$ cat config.mk
export PLATFORM = sky130hd
export DESIGN_NAME = slfd_rq
export DESIGN_NICKNAME = d
export VERILOG_FILES = /design/src/hdl/slfd_pkg.sv /design/src/hdl/slfd_rq.sv
export SDC_FILE = /design/constraint.sdc
export NUM_CORES = 1
export LEC_CHECK = 0
export ABC_AREA = 1
export BUFFER_PORTS_ARGS = -buffer_cell sky130_fd_sc_hd__clkbuf_2
export CAP_MARGIN = 10
export CELL_PAD_IN_SITES_DETAIL_PLACEMENT = 1
export CELL_PAD_IN_SITES_GLOBAL_PLACEMENT = 1
export CORE_MARGIN = 5
export CORE_UTILIZATION = 35
export DETAILED_ROUTE_END_ITERATION = 8
export PLACE_DENSITY_LB_ADDON = 0.05
export SLEW_MARGIN = 0
export SYNTH_ARGS = -nofsm -noshare
export SYNTH_HDL_FRONTEND = slang
export SYNTH_SLANG_ARGS = --single-unit
$ cat constraint.sdc
create_clock -name clk -period 11.7 [get_ports clk]
set_clock_uncertainty 0.05 [all_clocks]
set_input_delay 3.51 -clock clk [delete_from_list [all_inputs] [get_ports clk]]
set_output_delay 3.51 -clock clk [all_outputs]
set_load 0.1 [all_outputs]
$ cat src/hdl/slfd_pkg.sv
// Package for the sorted line directory: sizes, derived widths, codes and the
// structs that travel between the front, back and result queue.
// No dependencies.
package slfd_pkg;

    localparam int MAX_LINES   = 256;
    localparam int STORE_BYTES = 4096;
    localparam int STAGE_BYTES = 256;

    localparam int EAW = $clog2(MAX_LINES);
    localparam int LCW = $clog2(MAX_LINES + 1);
    localparam int BAW = $clog2(STORE_BYTES);
    localparam int SZW = $clog2(STORE_BYTES + 1);
    localparam int SAW = $clog2(STAGE_BYTES);
    localparam int SCW = $clog2(STAGE_BYTES + 1);

    typedef enum logic [2:0] {
        OP_SEARCH   = 3'd0,
        OP_INSERT   = 3'd1,
        OP_DELETE   = 3'd2,
        OP_RD_ENTRY = 3'd3,
        OP_RD_BYTE  = 3'd4
    } op_t;

    typedef enum logic [1:0] {
        ST_OK        = 2'd0,
        ST_NOT_FOUND = 2'd1,
        ST_TOO_MANY  = 2'd2,
        ST_SIZE_OVER = 2'd3
    } status_t;

    typedef struct packed {
        logic [2:0]  op;
        logic [14:0] ln;
        logic [14:0] eln;
        logic [7:0]  db;
        logic        last;
        logic [8:0]  ei;
        logic [11:0] ba;
    } cmd_t;

    typedef struct packed {
        status_t     status;
        logic        found;
        logic [8:0]  fidx;
        logic [14:0] eline;
        logic [11:0] eaddr;
        logic [8:0]  elen;
        logic [7:0]  dout;
        logic [8:0]  lcount;
        logic [12:0] psize;
    } res_t;

    typedef struct packed {
        logic [14:0]    num;
        logic [BAW-1:0] addr;
        logic [SCW-1:0] len;
    } ent_t;

endpackage

$ cat src/hdl/slfd_rq.sv
// Result queue of the sorted line directory: two-deep queue between the back
// and the result ports.
// Depends on slfd_pkg.
module slfd_rq
    import slfd_pkg::*;
(
    input  logic clk,
    input  logic rst_n,
    input  logic res_push,
    input  res_t res_in,
    output logic res_full,
    input  logic pop,
    output logic empty,
    output res_t res_out
);

    res_t       q_reg [2];
    logic       rd_ptr_reg;
    logic       wr_ptr_reg;
    logic [1:0] cnt_reg;
    logic       put;
    logic       take;

    assign res_full = (cnt_reg == 2'd2);
    assign empty    = (cnt_reg == 2'd0);
    assign res_out  = q_reg[rd_ptr_reg];
    assign put      = res_push && !res_full;
    assign take     = pop && !empty;

    always_ff @(posedge clk or negedge rst_n)
    begin
        if (!rst_n)
        begin
            rd_ptr_reg <= 1'b0;
            wr_ptr_reg <= 1'b0;
            cnt_reg    <= 2'd0;
        end
        else
        begin
            if (put)
            begin
                wr_ptr_reg <= ~wr_ptr_reg;
            end
            if (take)
            begin
                rd_ptr_reg <= ~rd_ptr_reg;
            end
            cnt_reg <= cnt_reg + {1'b0, put} - {1'b0, take};
        end
    end

    always_ff @(posedge clk)
    begin
        if (put)
        begin
            q_reg[wr_ptr_reg] <= res_in;
        end
    end

endmodule

==> run_summary.xml <==
<?xml version="1.0" encoding="UTF-8"?>
<metrics>
  <group name="floorplanning">
    <metric name="rows" unit="">47</metric>
    <metric name="dieArea" unit="µm²">19580</metric>
    <metric name="die_w" unit="µm">139.9</metric>
    <metric name="floorplan.die.height" unit="µm">139.9</metric>
    <metric name="core" unit="µm²">16580</metric>
    <metric name="floorplan.initialDensity" unit="">0.3563</metric>
    <metric name="ioPinCount" unit="">162</metric>
  </group>
  <group name="synthesis">
    <metric name="syn-mean-instance-area" unit="µm²">13.40</metric>
    <metric name="synth_top_cell_by_area" unit="">edfxtp_1</metric>
    <metric name="synth.net_count" unit="">525</metric>
    <metric name="postSynthRegisterBits" unit="">160</metric>
    <metric name="synth-seq-area-share" unit="">0.8098</metric>
    <metric name="synthDominantCellAreaShare" unit="">0.7929</metric>
    <metric name="synth_warnings" unit="">0</metric>
    <metric name="syn-cell-area" unit="µm²">5908</metric>
    <metric name="syn-instance-count" unit="">441</metric>
    <metric name="synth_cell_type_count" unit="">11</metric>
    <metric name="synth_top_cells_by_area" unit="">edfxtp_1, nand2_1, dfrtp_1</metric>
  </group>
  <group name="cells_and_area">
    <metric name="largest_reg_flops" unit="">156</metric>
    <metric name="antenna_cells" unit="">0</metric>
    <metric name="finish.net_count" unit="">691</metric>
    <metric name="final_layout_size_suffix_gt1_frac" unit="">0.3107</metric>
    <metric name="most-common-layout-cells" unit="">nand2_1, clkbuf_2, edfxtp_1, clkbuf_16, inv_1</metric>
    <metric name="most_common_library_cell_in_the_layout_ignoring_fill_and_taps" unit="">nand2_1</metric>
    <metric name="layout-area-overhead-vs-synth" unit="%">26.03</metric>
  </group>
  <group name="setup_path">
    <metric name="crit_path_max_incr_delay" unit="ns">0.66</metric>
    <metric name="wp_buf_inv" unit="">2</metric>
    <metric name="timing.critical_path.required" unit="ns">8.14</metric>
    <metric name="worstPathCellList" unit="">inv_4, nand2_1, nand2_1, clkbuf_2</metric>
    <metric name="critical-path-slowest-cell" unit="">inv_4</metric>
    <metric name="cp_data_arrival_time" unit="ns">2.26</metric>
    <metric name="critical_path.most_common_cell" unit="">nand2_1</metric>
    <metric name="worstSetupEndpointType" unit="">primary output</metric>
    <metric name="path_class" unit="">register to primary output</metric>
    <metric name="critical_path_peak_fanout" unit="">79</metric>
    <metric name="worstSetupStartpointType" unit="">register</metric>
    <metric name="timing.critical_path.max_delay_family" unit="">buffers and inverters</metric>
  </group>
  <group name="sta">
    <metric name="actual_slew_at_the_worst_max_slew_pin" unit="ns">0.9821</metric>
    <metric name="max_slew_margin" unit="">0.3437</metric>
    <metric name="report.final.slew_viol_count" unit="">0</metric>
    <metric name="post_layout_min_period" unit="ns">5.822</metric>
    <metric name="final.period_utilization" unit="">0.4976</metric>
    <metric name="timing.setup.tns" unit="ns">0</metric>
    <metric name="achievable-frequency" unit="GHz">0.1718</metric>
    <metric name="timing.final.hold_violations" unit="">0</metric>
    <metric name="finalSetupViolations" unit="">0</metric>
    <metric name="grt_setup_unrepaired" unit="">false</metric>
  </group>
  <group name="global_routing">
    <metric name="globalRouteTotalUtil" unit="">0.1390</metric>
    <metric name="grt_first_pass_wirelength" unit="µm">20660</metric>
    <metric name="gr-total-overflow" unit="">0</metric>
    <metric name="first_global_vias" unit="">3991</metric>
    <metric name="antenna_violations_before_repair" unit="">1</metric>
    <metric name="grt_start_max_net_pins" unit="">80</metric>
  </group>
  <group name="detailed_routing">
    <metric name="initialDrtViolationCount" unit="">174</metric>
    <metric name="final_antenna_net_count" unit="">0</metric>
    <metric name="drc_errors" unit="">0</metric>
    <metric name="firstDrtPassIters" unit="">4</metric>
    <metric name="detail_route.wl_per_cell" unit="µm">16.11</metric>
    <metric name="route.final.wire_length" unit="µm">13500</metric>
    <metric name="num_vias" unit="">3754</metric>
    <metric name="vias_per_cell" unit="">4.480</metric>
  </group>
  <group name="clocking">
    <metric name="worst_skew_pair.late_latency" unit="ns">0.41</metric>
    <metric name="cts.htree.levels" unit="">4</metric>
    <metric name="clkTransAtPathRegs" unit="ns">0.06</metric>
    <metric name="cts_tree" unit="">built</metric>
    <metric name="max-clock-path-buffers" unit="">2</metric>
    <metric name="clock_sinks" unit="">160</metric>
    <metric name="cts-buffers-inserted" unit="">17</metric>
    <metric name="post_cts_resize_count" unit="">0</metric>
    <metric name="cts_setup_buffers" unit="">0</metric>
    <metric name="clk_root_buffer_cell" unit="">clkbuf_16</metric>
    <metric name="ctsHoldBuffers" unit="">0</metric>
  </group>
  <group name="hold_path">
    <metric name="holdCritPathClass" unit="">register to register</metric>
  </group>
  <group name="place">
    <metric name="place.detailed.hpwl" unit="µm">8499</metric>
    <metric name="placement.io_buffers" unit="">161</metric>
    <metric name="gp_congestion" unit="">0.7080</metric>
  </group>
  <group name="flow_run">
    <metric name="drv_cap" unit="">0</metric>
  </group>
  <group name="status">
    <metric name="run_status" unit="">completed</metric>
  </group>
</metrics>
-- worst register-to-register path, delay by kind of cell (launching register included) --
kind | cells | cell delay (ns)
buffers and inverters | 1 | 0.69
and+or+nand+nor | 3 | 1.04
DFF | 1 | 0.39
-- logic make-up after synthesis --
group,synth area share
adder cells (fa/ha/maj),0.004235
buffers and inverters,0.02584
AND/OR/NAND/NOR,0.1601
flip-flops,0.8098
-- per-layer routing --
layer / global-route usage / share of wire / up-vias
met5: 0 / 0.00081 / -
met4: 0.04895 / 0.011 / 2
met3: 0.05181 / 0.063 / 13
met2: 0.2411 / 0.51 / 104
met1: 0.1580 / 0.41 / 1830
li1: - / - / 1805
-- synthesized netlist by cell type, drive strengths merged --
| master | instances |
|---|---|
| dfrtp | 4 |
| edfxtp | 156 |
| buf | 17 |
| inv | 11 |
| nand3 | 3 |
| ha | 2 |
| nor2 | 1 |
| nand2 | 247 |
-- per-stage QoR --
| stage | std cells | hold WS (ns) | worst slack, ns | util | cell area [µm²] |
|---|---|---|---|---|---|
| final | 838 | 0.4205 | 5.878 | 0.4490 | 7446 |
| after global routing | 838 | 0.4522 | 5.694 | 0.4490 | 7446 |
| after CTS | 838 | 0.4252 | 5.790 | 0.4490 | 7446 |
| after detailed placement | 808 | 0.4121 | 5.999 | 0.4169 | 6913 |
| after global placement | 808 | 0.4092 | 5.983 | 0.4169 | 6913 |
| after floorplan | 441 | 0.3919 | 4.288 | - | 5908 |
-- final timing paths --
check | start | to | slack [ns] | cells after the start
worst max-delay path | rd_ptr_reg$_DFFE_PN0P_ | res_out[14] | 5.88 | 4
worst min-delay path | wr_ptr_reg$_DFFE_PN0P_ | wr_ptr_reg$_DFFE_PN0P_ | 0.42 | 2
worst max register to register | cnt_reg[1]$_DFF_PN0_ | q_reg[1][40]$_DFFE_PP_ | 9.13 | 4
worst min register to register | wr_ptr_reg$_DFFE_PN0P_ | wr_ptr_reg$_DFFE_PN0P_ | 0.42 | 2
max in group asynchronous | rst_n | rd_ptr_reg$_DFFE_PN0P_ | 8.60 | 1
min in group asynchronous | rst_n | cnt_reg[1]$_DFF_PN0_ | 2.85 | 1
-- final cells by class --
cell class	instances	area, µm²
Clock inverter	10	96.34
Multi-Input combinational cell	253	978.4
Tap cell	220	275.3
Clock buffer	20	436.7
Timing Repair Buffer	164	828.3
Fill cell	1824	9138
Inverter	11	45.04
Sequential cell	160	4786
Power is not shown: default switching activity piles up to over one toggle a cycle in this logic, so the estimate is an artifact.
