$ cat config.mk
export PLATFORM = sky130hd
export DESIGN_NAME = slfd_front
export DESIGN_NICKNAME = d
export VERILOG_FILES = /design/src/hdl/slfd_pkg.sv /design/src/hdl/slfd_front.sv
export SDC_FILE = /design/constraint.sdc
export NUM_CORES = 1
export LEC_CHECK = 0
export BUFFER_PORTS_ARGS = -buffer_cell sky130_fd_sc_hd__buf_2
export CORE_UTILIZATION = 52
export DETAILED_ROUTE_END_ITERATION = 16
export GPL_ROUTABILITY_DRIVEN = 0
export PLACE_DENSITY = 0.78
export REMOVE_ABC_BUFFERS = 1
export SLEW_MARGIN = 20
export SYNTH_ARGS = -nofsm -noshare
export SYNTH_HDL_FRONTEND = slang
export SYNTH_SLANG_ARGS = --single-unit
$ cat constraint.sdc
create_clock -name clk -period 5.3 [get_ports clk]
set_input_delay 0.265 -clock clk [delete_from_list [all_inputs] [get_ports clk]]
set_output_delay 0.265 -clock clk [all_outputs]
set_load 0.005 [all_outputs]
$ cat src/hdl/slfd_pkg.sv
// Package for the sorted line directory: sizes, derived widths, codes and the
// structs that travel between the front, back and result queue.
// No dependencies.
package slfd_pkg;

    localparam int MAX_LINES   = 256;
    localparam int STORE_BYTES = 4096;
    localparam int STAGE_BYTES = 256;

    localparam int EAW = $clog2(MAX_LINES);
    localparam int LCW = $clog2(MAX_LINES + 1);
    localparam int BAW = $clog2(STORE_BYTES);
    localparam int SZW = $clog2(STORE_BYTES + 1);
    localparam int SAW = $clog2(STAGE_BYTES);
    localparam int SCW = $clog2(STAGE_BYTES + 1);

    typedef enum logic [2:0] {
        OP_SEARCH   = 3'd0,
        OP_INSERT   = 3'd1,
        OP_DELETE   = 3'd2,
        OP_RD_ENTRY = 3'd3,
        OP_RD_BYTE  = 3'd4
    } op_t;

    typedef enum logic [1:0] {
        ST_OK        = 2'd0,
        ST_NOT_FOUND = 2'd1,
        ST_TOO_MANY  = 2'd2,
        ST_SIZE_OVER = 2'd3
    } status_t;

    typedef struct packed {
        logic [2:0]  op;
        logic [14:0] ln;
        logic [14:0] eln;
        logic [7:0]  db;
        logic        last;
        logic [8:0]  ei;
        logic [11:0] ba;
    } cmd_t;

    typedef struct packed {
        status_t     status;
        logic        found;
        logic [8:0]  fidx;
        logic [14:0] eline;
        logic [11:0] eaddr;
        logic [8:0]  elen;
        logic [7:0]  dout;
        logic [8:0]  lcount;
        logic [12:0] psize;
    } res_t;

    typedef struct packed {
        logic [14:0]    num;
        logic [BAW-1:0] addr;
        logic [SCW-1:0] len;
    } ent_t;

endpackage

$ cat src/hdl/slfd_front.sv
// Front of the sorted line directory: takes command beats, drops unknown
// operations and holds the rest in a two-deep queue for the back.
// Depends on slfd_pkg.
module slfd_front
    import slfd_pkg::*;
(
    input  logic clk,
    input  logic rst_n,
    input  logic push,
    output logic full,
    input  cmd_t in_cmd,
    output logic cmd_valid,
    output cmd_t cmd_out,
    input  logic cmd_pop
);

    cmd_t       q_reg [2];
    logic       rd_ptr_reg, rd_ptr_next;
    logic       wr_ptr_reg, wr_ptr_next;
    logic [1:0] cnt_reg, cnt_next;
    logic       known;
    logic       keep;
    logic       take;

    always_comb
    begin
        unique case (in_cmd.op)
            OP_SEARCH, OP_INSERT, OP_DELETE, OP_RD_ENTRY, OP_RD_BYTE: known = 1'b1;
            default: known = 1'b0;
        endcase
    end

    assign full      = (cnt_reg == 2'd2);
    assign cmd_valid = (cnt_reg != 2'd0);
    assign cmd_out   = q_reg[rd_ptr_reg];
    // drop beats with an operation that means nothing
    assign keep      = push && !full && known;
    assign take      = cmd_pop && cmd_valid;

    always_comb
    begin
        wr_ptr_next = keep ? ~wr_ptr_reg : wr_ptr_reg;
        rd_ptr_next = take ? ~rd_ptr_reg : rd_ptr_reg;
        cnt_next    = cnt_reg + {1'b0, keep} - {1'b0, take};
    end

    always_ff @(posedge clk or negedge rst_n)
    begin
        if (!rst_n)
        begin
            rd_ptr_reg <= 1'b0;
            wr_ptr_reg <= 1'b0;
            cnt_reg    <= 2'd0;
        end
        else
        begin
            rd_ptr_reg <= rd_ptr_next;
            wr_ptr_reg <= wr_ptr_next;
            cnt_reg    <= cnt_next;
        end
    end

    always_ff @(posedge clk)
    begin
        if (keep)
        begin
            q_reg[wr_ptr_reg] <= in_cmd;
        end
    end

endmodule

==> results.json, run 1 <==
{
  "synth_seq_area_share_pct": 76.5,
  "final_hold_viol_count": 0,
  "syn2layout_area_growth_pct": 38.6,
  "portBuffers": 131,
  "p_per_area_mw_per_mm2": 488,
  "vias": 2681,
  "cts_tree": "yes",
  "yosysUniqueCellTypes": 16,
  "overflow": 0,
  "worstSetupPathType": "register to register",
  "grt_pass1_vias": 2781,
  "cpPeakStageDelay_ps": 710,
  "cts_max_level": 4,
  "cts_buffers": 17,
  "rsz0062_at_grt": "false",
  "syn_area_mm2": 0.00507,
  "vias_per_cell": 4.71,
  "layout-drive-gt1-share_pct": 53.2,
  "timing.final.max_slew_violations": 0,
  "wl_per_cell_um": 15.6,
  "syn_inst": 217,
  "drt_iter0_markers": 75,
  "synth_common_cells": "edfxtp_1, mux2_4, buf_12",
  "die_y_um": 101,
  "hold_start": "cmd_pop",
  "cts_hold_buffers": 64,
  "fill_cells": 552,
  "grt_start_max_net_pins": 47,
  "clock-sinks": 130,
  "synth_top_flop_cell": "edfxtp_1",
  "antenna_found_initial": 0,
  "synth.top_cells.by_area": "edfxtp_1, mux2_4, buf_12, dfrtp_1, mux2_2",
  "worstMarginPinSlew_ps": 877,
  "post_synth.cell_area_avg_um2": 23.4,
  "r2r_start": "cnt_reg[1]",
  "synth_most_common_cell": "edfxtp_1",
  "max_slew_margin_pct": 41.4,
  "min_path_type": "input pin to register",
  "p_leak_nw": 2.85,
  "cp.arrival_ps": 2630,
  "async_reset_ff_share_pct": 3.08,
  "hold_ws_ps": 93.5,
  "layout_min_cycle_time_ps": 2490,
  "dpl.hpwl_mm": 5.25,
  "required_ps": 5440,
  "cp-end-kind": "register",
  "fin_util_pct": 75.4,
  "finClkSkew_ps": 7.36,
  "clk_transition_reported_paths_ps": 60,
  "synth-edff-count": 126,
  "largest_reg_flops": 126,
  "fmax_mhz": 402,
  "yosysTopAreaCell": "edfxtp_1",
  "synth-seq-cells": 130,
  "start_kind": "register",
  "initial_utilization_pct": 54.4,
  "cp_max_fo": 34,
  "cp_num_buf_inv": 1,
  "maxCapViolCount": 0,
  "ys_warn_count": 0,
  "status": "completed",
  "postCtsResizedCells": 0,
  "tns_ps": 0,
  "diodes": 0,
  "die_area_mm2": 0.0102,
  "grt_usage_pct": 18.3,
  "antenna_left": 0,
  "max-vdd-ir-drop_uv": 351,
  "cts_setup_buffers": 0,
  "synth_top_area_share_pct": 74.6,
  "insertion_delay_ps": 490,
  "ios": 132,
  "path_delay_family": "simple AND/OR/NAND/NOR gates",
  "cp-startpoint": "cnt_reg[1]",
  "drtPass1Iterations": 4,
  "cts_root_buffer": "clkbuf_8",
  "crit_slowest_cell": "nor2_4",
  "drt_wl_total_mm": 8.87,
  "drc": 0,
  "min_period_over_period_pct": 46.9,
  "p_total_w": 0.00343,
  "crit_chain": "nor2b_4 -> nand3b_2 -> nor2_4 -> buf_4",
  "ctsLongestPathBuffers": 2,
  "fp.dieW_um": 101,
  "finalSetupViolCount": 0,
  "num_rows": 35,
  "core_mm2": 0.00933,
  "grt_pass1_wl_mm": 13.4,
  "nNetsFinal": 496
}
[final timing paths]
kind                                 to  slack (ps)  cells past startpoint
max                        q_reg[1][57]        2810                      4
min                          rd_ptr_reg          90                      3
max reg2reg                q_reg[1][57]        2810                      4
min reg2reg                  wr_ptr_reg         570                      1
max in group asynchronous    rd_ptr_reg        5050                      2
min in group asynchronous    cnt_reg[0]         110                      2
[through the flow]
step | worst slack (ps) | instances | instance area (um^2)
after floorplan | 1420 | 210 | 4940
after global placement | 2860 | 472 | 5790
after detailed placement | 2760 | 473 | 5820
after CTS | 2750 | 569 | 7030
after global routing | 2610 | 569 | 7030
final | 2810 | 569 | 7030
[final cells by class]
class | count | area, um^2 | share of cell area, %
multi-input combinational | 76 | 1060 | 15.0
clock buffer | 18 | 418 | 5.94
timing repair buffer | 198 | 1340 | 19.0
sequential | 130 | 3890 | 55.3
clock inverter | 14 | 155 | 2.21
inverter | 4 | 15.0 | 0.213
tap | 129 | 161 | 2.29
[worst register-to-register path: cells and delay by family (launching register included)]
family / cells / cell delay [ps]
buffers and inverters: 1 / 550
DFF: 1 / 410
and+or+nand+nor: 3 / 1170
[cells in the final DEF, fill, tap and decap left out]
cell	synthesis	layout
mux2_2	4	4
dlygate4sd3_1	0	64
clkbuf_1	0	1
buf_4	0	2
or2_1	1	1
bufinv_16	0	2
xnor2_1	3	3
nand3b_2	1	1
clkbuf_16	0	16
clkinv_2	0	1
and2_4	1	1
buf_16	0	1
ha_1	2	2
inv_1	4	4
inv_6	0	3
edfxtp_1	126	126
o21ai_0	1	1
nor2_4	0	2
clkinvlp_4	0	5
nor2b_4	1	1
clkinv_4	0	3
mux2_4	59	59
dfrtp_1	4	3
dfrtp_4	0	1
buf_2	0	131
xor2_1	1	1
clkbuf_8	0	1
[where the power goes]
| part | internal (W) | switching, W |
|---|---|---|
| sequential | 0.00132 | 0.000115 |
| clock | 0.000674 | 0.000424 |
| combinational | 0.000544 | 0.000356 |
[metal layers]
| metal | GRT usage (%) | part of all wire, % | vias up |
|---|---|---|---|
| li1 | - | - | 1278 |
| met1 | 20.8 | 41 | 1300 |
| met5 | 0 | 0 | - |
| met4 | 7.69 | 1.3 | 0 |
| met2 | 32.0 | 52 | 95 |
| met3 | 5.76 | 5.8 | 8 |
[cells by family after synthesis]
group,after synthesis,share of synthesized area [%]
flip-flops,130,76.5
multiplexers,63,18.3
buffers and inverters,11,2.89
AND/OR/NAND/NOR,6,0.937
XOR/XNOR,4,0.691
adder cells (fa/ha/maj),2,0.493
AO/OA/AOI/OAI,1,0.0985
Power figures use the tool's default switching activity.
==> run 2: changes to the inputs <==
ABC_AREA = 1   (was not set)
CORE_UTILIZATION = 47   (was 52)
PLACE_DENSITY = 0.75   (was 0.78)
clock period = 2.1 ns   (was 5.3 ns; I/O delays follow)
==> results.json, run 2 <==
{
  "core_mm2": 0.00986,
  "wl_per_cell_um": 14.1,
  "cts_buffers": 17,
  "worstSetupPathType": "register to primary output",
  "syn_area_mm2": 0.00485,
  "cts_setup_buffers": 0,
  "fmax_mhz": 565,
  "antenna_found_initial": 0,
  "final_common_cell": "nand2_1",
  "vias": 3331,
  "synth-edff-count": 126,
  "maxCapViolCount": 0,
  "cp_max_fo": 64,
  "largest_reg_flops": 126,
  "required_ps": 2000,
  "dpl.hpwl_mm": 5.37,
  "drtPass1Iterations": 4,
  "status": "completed",
  "p_per_area_mw_per_mm2": 1240,
  "layout_setup_ws_ps": 330,
  "syn_inst": 360,
  "synth-seq-cells": 130,
  "synth_most_common_cell": "nand2_1",
  "max-vdd-ir-drop_uv": 866,
  "cp-end-kind": "primary output",
  "cts_hold_buffers": 67,
  "synth_top_flop_cell": "edfxtp_1",
  "die_area_mm2": 0.0107,
  "async_reset_ff_share_pct": 3.08,
  "ios": 132,
  "p_leak_nw": 2.99,
  "num_rows": 36,
  "post_synth.cell_area_avg_um2": 13.5,
  "drt_wl_total_mm": 10.1,
  "grt_start_max_net_pins": 65,
  "cp.arrival_ps": 1670,
  "max_slew_margin_pct": 67.9,
  "yosysUniqueCellTypes": 15,
  "finalSetupViolCount": 0,
  "pre_cts_slack_ps": 523,
  "synth.top_cells.by_area": "edfxtp_1, nand2_1, dfrtp_1, buf_6, inv_1",
  "dpl-instance-area_mm2": 0.00564,
  "grt_usage_pct": 20.0,
  "portBuffers": 131,
  "start_kind": "register",
  "min_period_over_period_pct": 84.3,
  "rsz0062_at_grt": "false",
  "layout_min_cycle_time_ps": 1770,
  "ctsLongestPathBuffers": 2,
  "drc": 0,
  "vias_per_cell": 4.65,
  "ys_warn_count": 0,
  "clock-sinks": 130,
  "insertion_delay_ps": 500,
  "finClkSkew_ps": 5.79,
  "antenna_left": 0,
  "timing.final.max_slew_violations": 0,
  "cts_max_level": 4,
  "synth_seq_area_share_pct": 80.1,
  "worstMarginPinSlew_ps": 481,
  "mostFrequentLayoutCells": "nand2_1, buf_2, edfxtp_1",
  "min_path_type": "input pin to register",
  "cts_root_buffer": "clkbuf_8",
  "grt_pass1_vias": 3425,
  "final_hold_viol_count": 0,
  "syn2layout_area_growth_pct": 41.8,
  "diodes": 0,
  "yosysTopAreaCell": "edfxtp_1",
  "overflow": 0,
  "nNetsFinal": 639,
  "initial_utilization_pct": 49.1,
  "synth_top_area_share_pct": 78.1,
  "design_area_mm2": 0.00687,
  "grt_pass1_wl_mm": 16.2,
  "fp.dieW_um": 104,
  "postCtsResizedCells": 0,
  "die_y_um": 104,
  "clk_transition_reported_paths_ps": 60,
  "drt_iter0_markers": 187,
  "layout-drive-gt1-share_pct": 28.6,
  "synth_common_cells": "nand2_1, edfxtp_1, inv_1",
  "cts_tree": "yes"
}
-- run 2: critical path, cell delays in order, from the launching register on --
cell and delay (ps):
dfrtp_2 440, inv_6 380, nand2_1 100, nand2_1 100
buf_2 120
-- run 2: worst paths after layout --
check | startpoint | to | slack [ps] | depth (start not counted)
max | rd_ptr_reg | cmd_out[6] | 330 | 4
min | in_cmd[8] | q_reg[0][8] | 310 | 2
max reg2reg | cnt_reg[1] | q_reg[1][16] | 510 | 4
min reg2reg | wr_ptr_reg | wr_ptr_reg | 480 | 2
max in group asynchronous | rst_n | rd_ptr_reg | 1390 | 3
min in group asynchronous | rst_n | cnt_reg[0] | 510 | 3
-- run 2: layer usage --
metal,track usage (%),vias up,share of wire (%)
met5,0,-,0
met4,7.97,0,1.3
met3,6.48,14,5.6
met2,34.5,133,52
met1,23.0,1556,41
li1,-,1628,-
-- run 2: kinds of logic after synthesis --
group / Yosys count / share of synthesized area, %
buffers and inverters: 24 / 3.25
xor gates and xnor gates: 2 / 0.362
and+or+nand+nor: 200 / 15.5
AOI/OAI and AO/OA: 2 / 0.206
adders and majority gates: 2 / 0.516
DFF: 130 / 80.1
-- run 2: area by class of cell --
| cell class | count | area, um^2 |
|---|---|---|
| fillers | 643 | 2990 |
| clock buffers | 21 | 429 |
| inverters | 11 | 46.3 |
| clock inverters | 11 | 138 |
| repair buffers | 204 | 1400 |
| flip-flops and latches | 130 | 3880 |
| multi-input cells | 206 | 812 |
| well taps | 133 | 166 |
-- run 2: power breakdown --
part           switching, W  internal (W)
Clock              0.000989       0.00179
Combinational       0.00141      0.000892
Sequential         0.000114       0.00332
Total               0.00251       0.00601
-- run 2: through the flow --
stage / hold WS, ps / utilization [%] / instances / setup TNS (ps) / power [W]
floorplan: -191 / - / 347 / -119800 / 0.00463
global placement: -81.6 / 57.1 / 617 / 0 / 0.00563
detailed placement: -79.4 / 57.1 / 617 / 0 / 0.00568
CTS: 295 / 69.7 / 716 / 0 / 0.00857
global route: 302 / 69.7 / 716 / 0 / 0.00901
finish: 314 / 69.7 / 716 / 0 / 0.00852
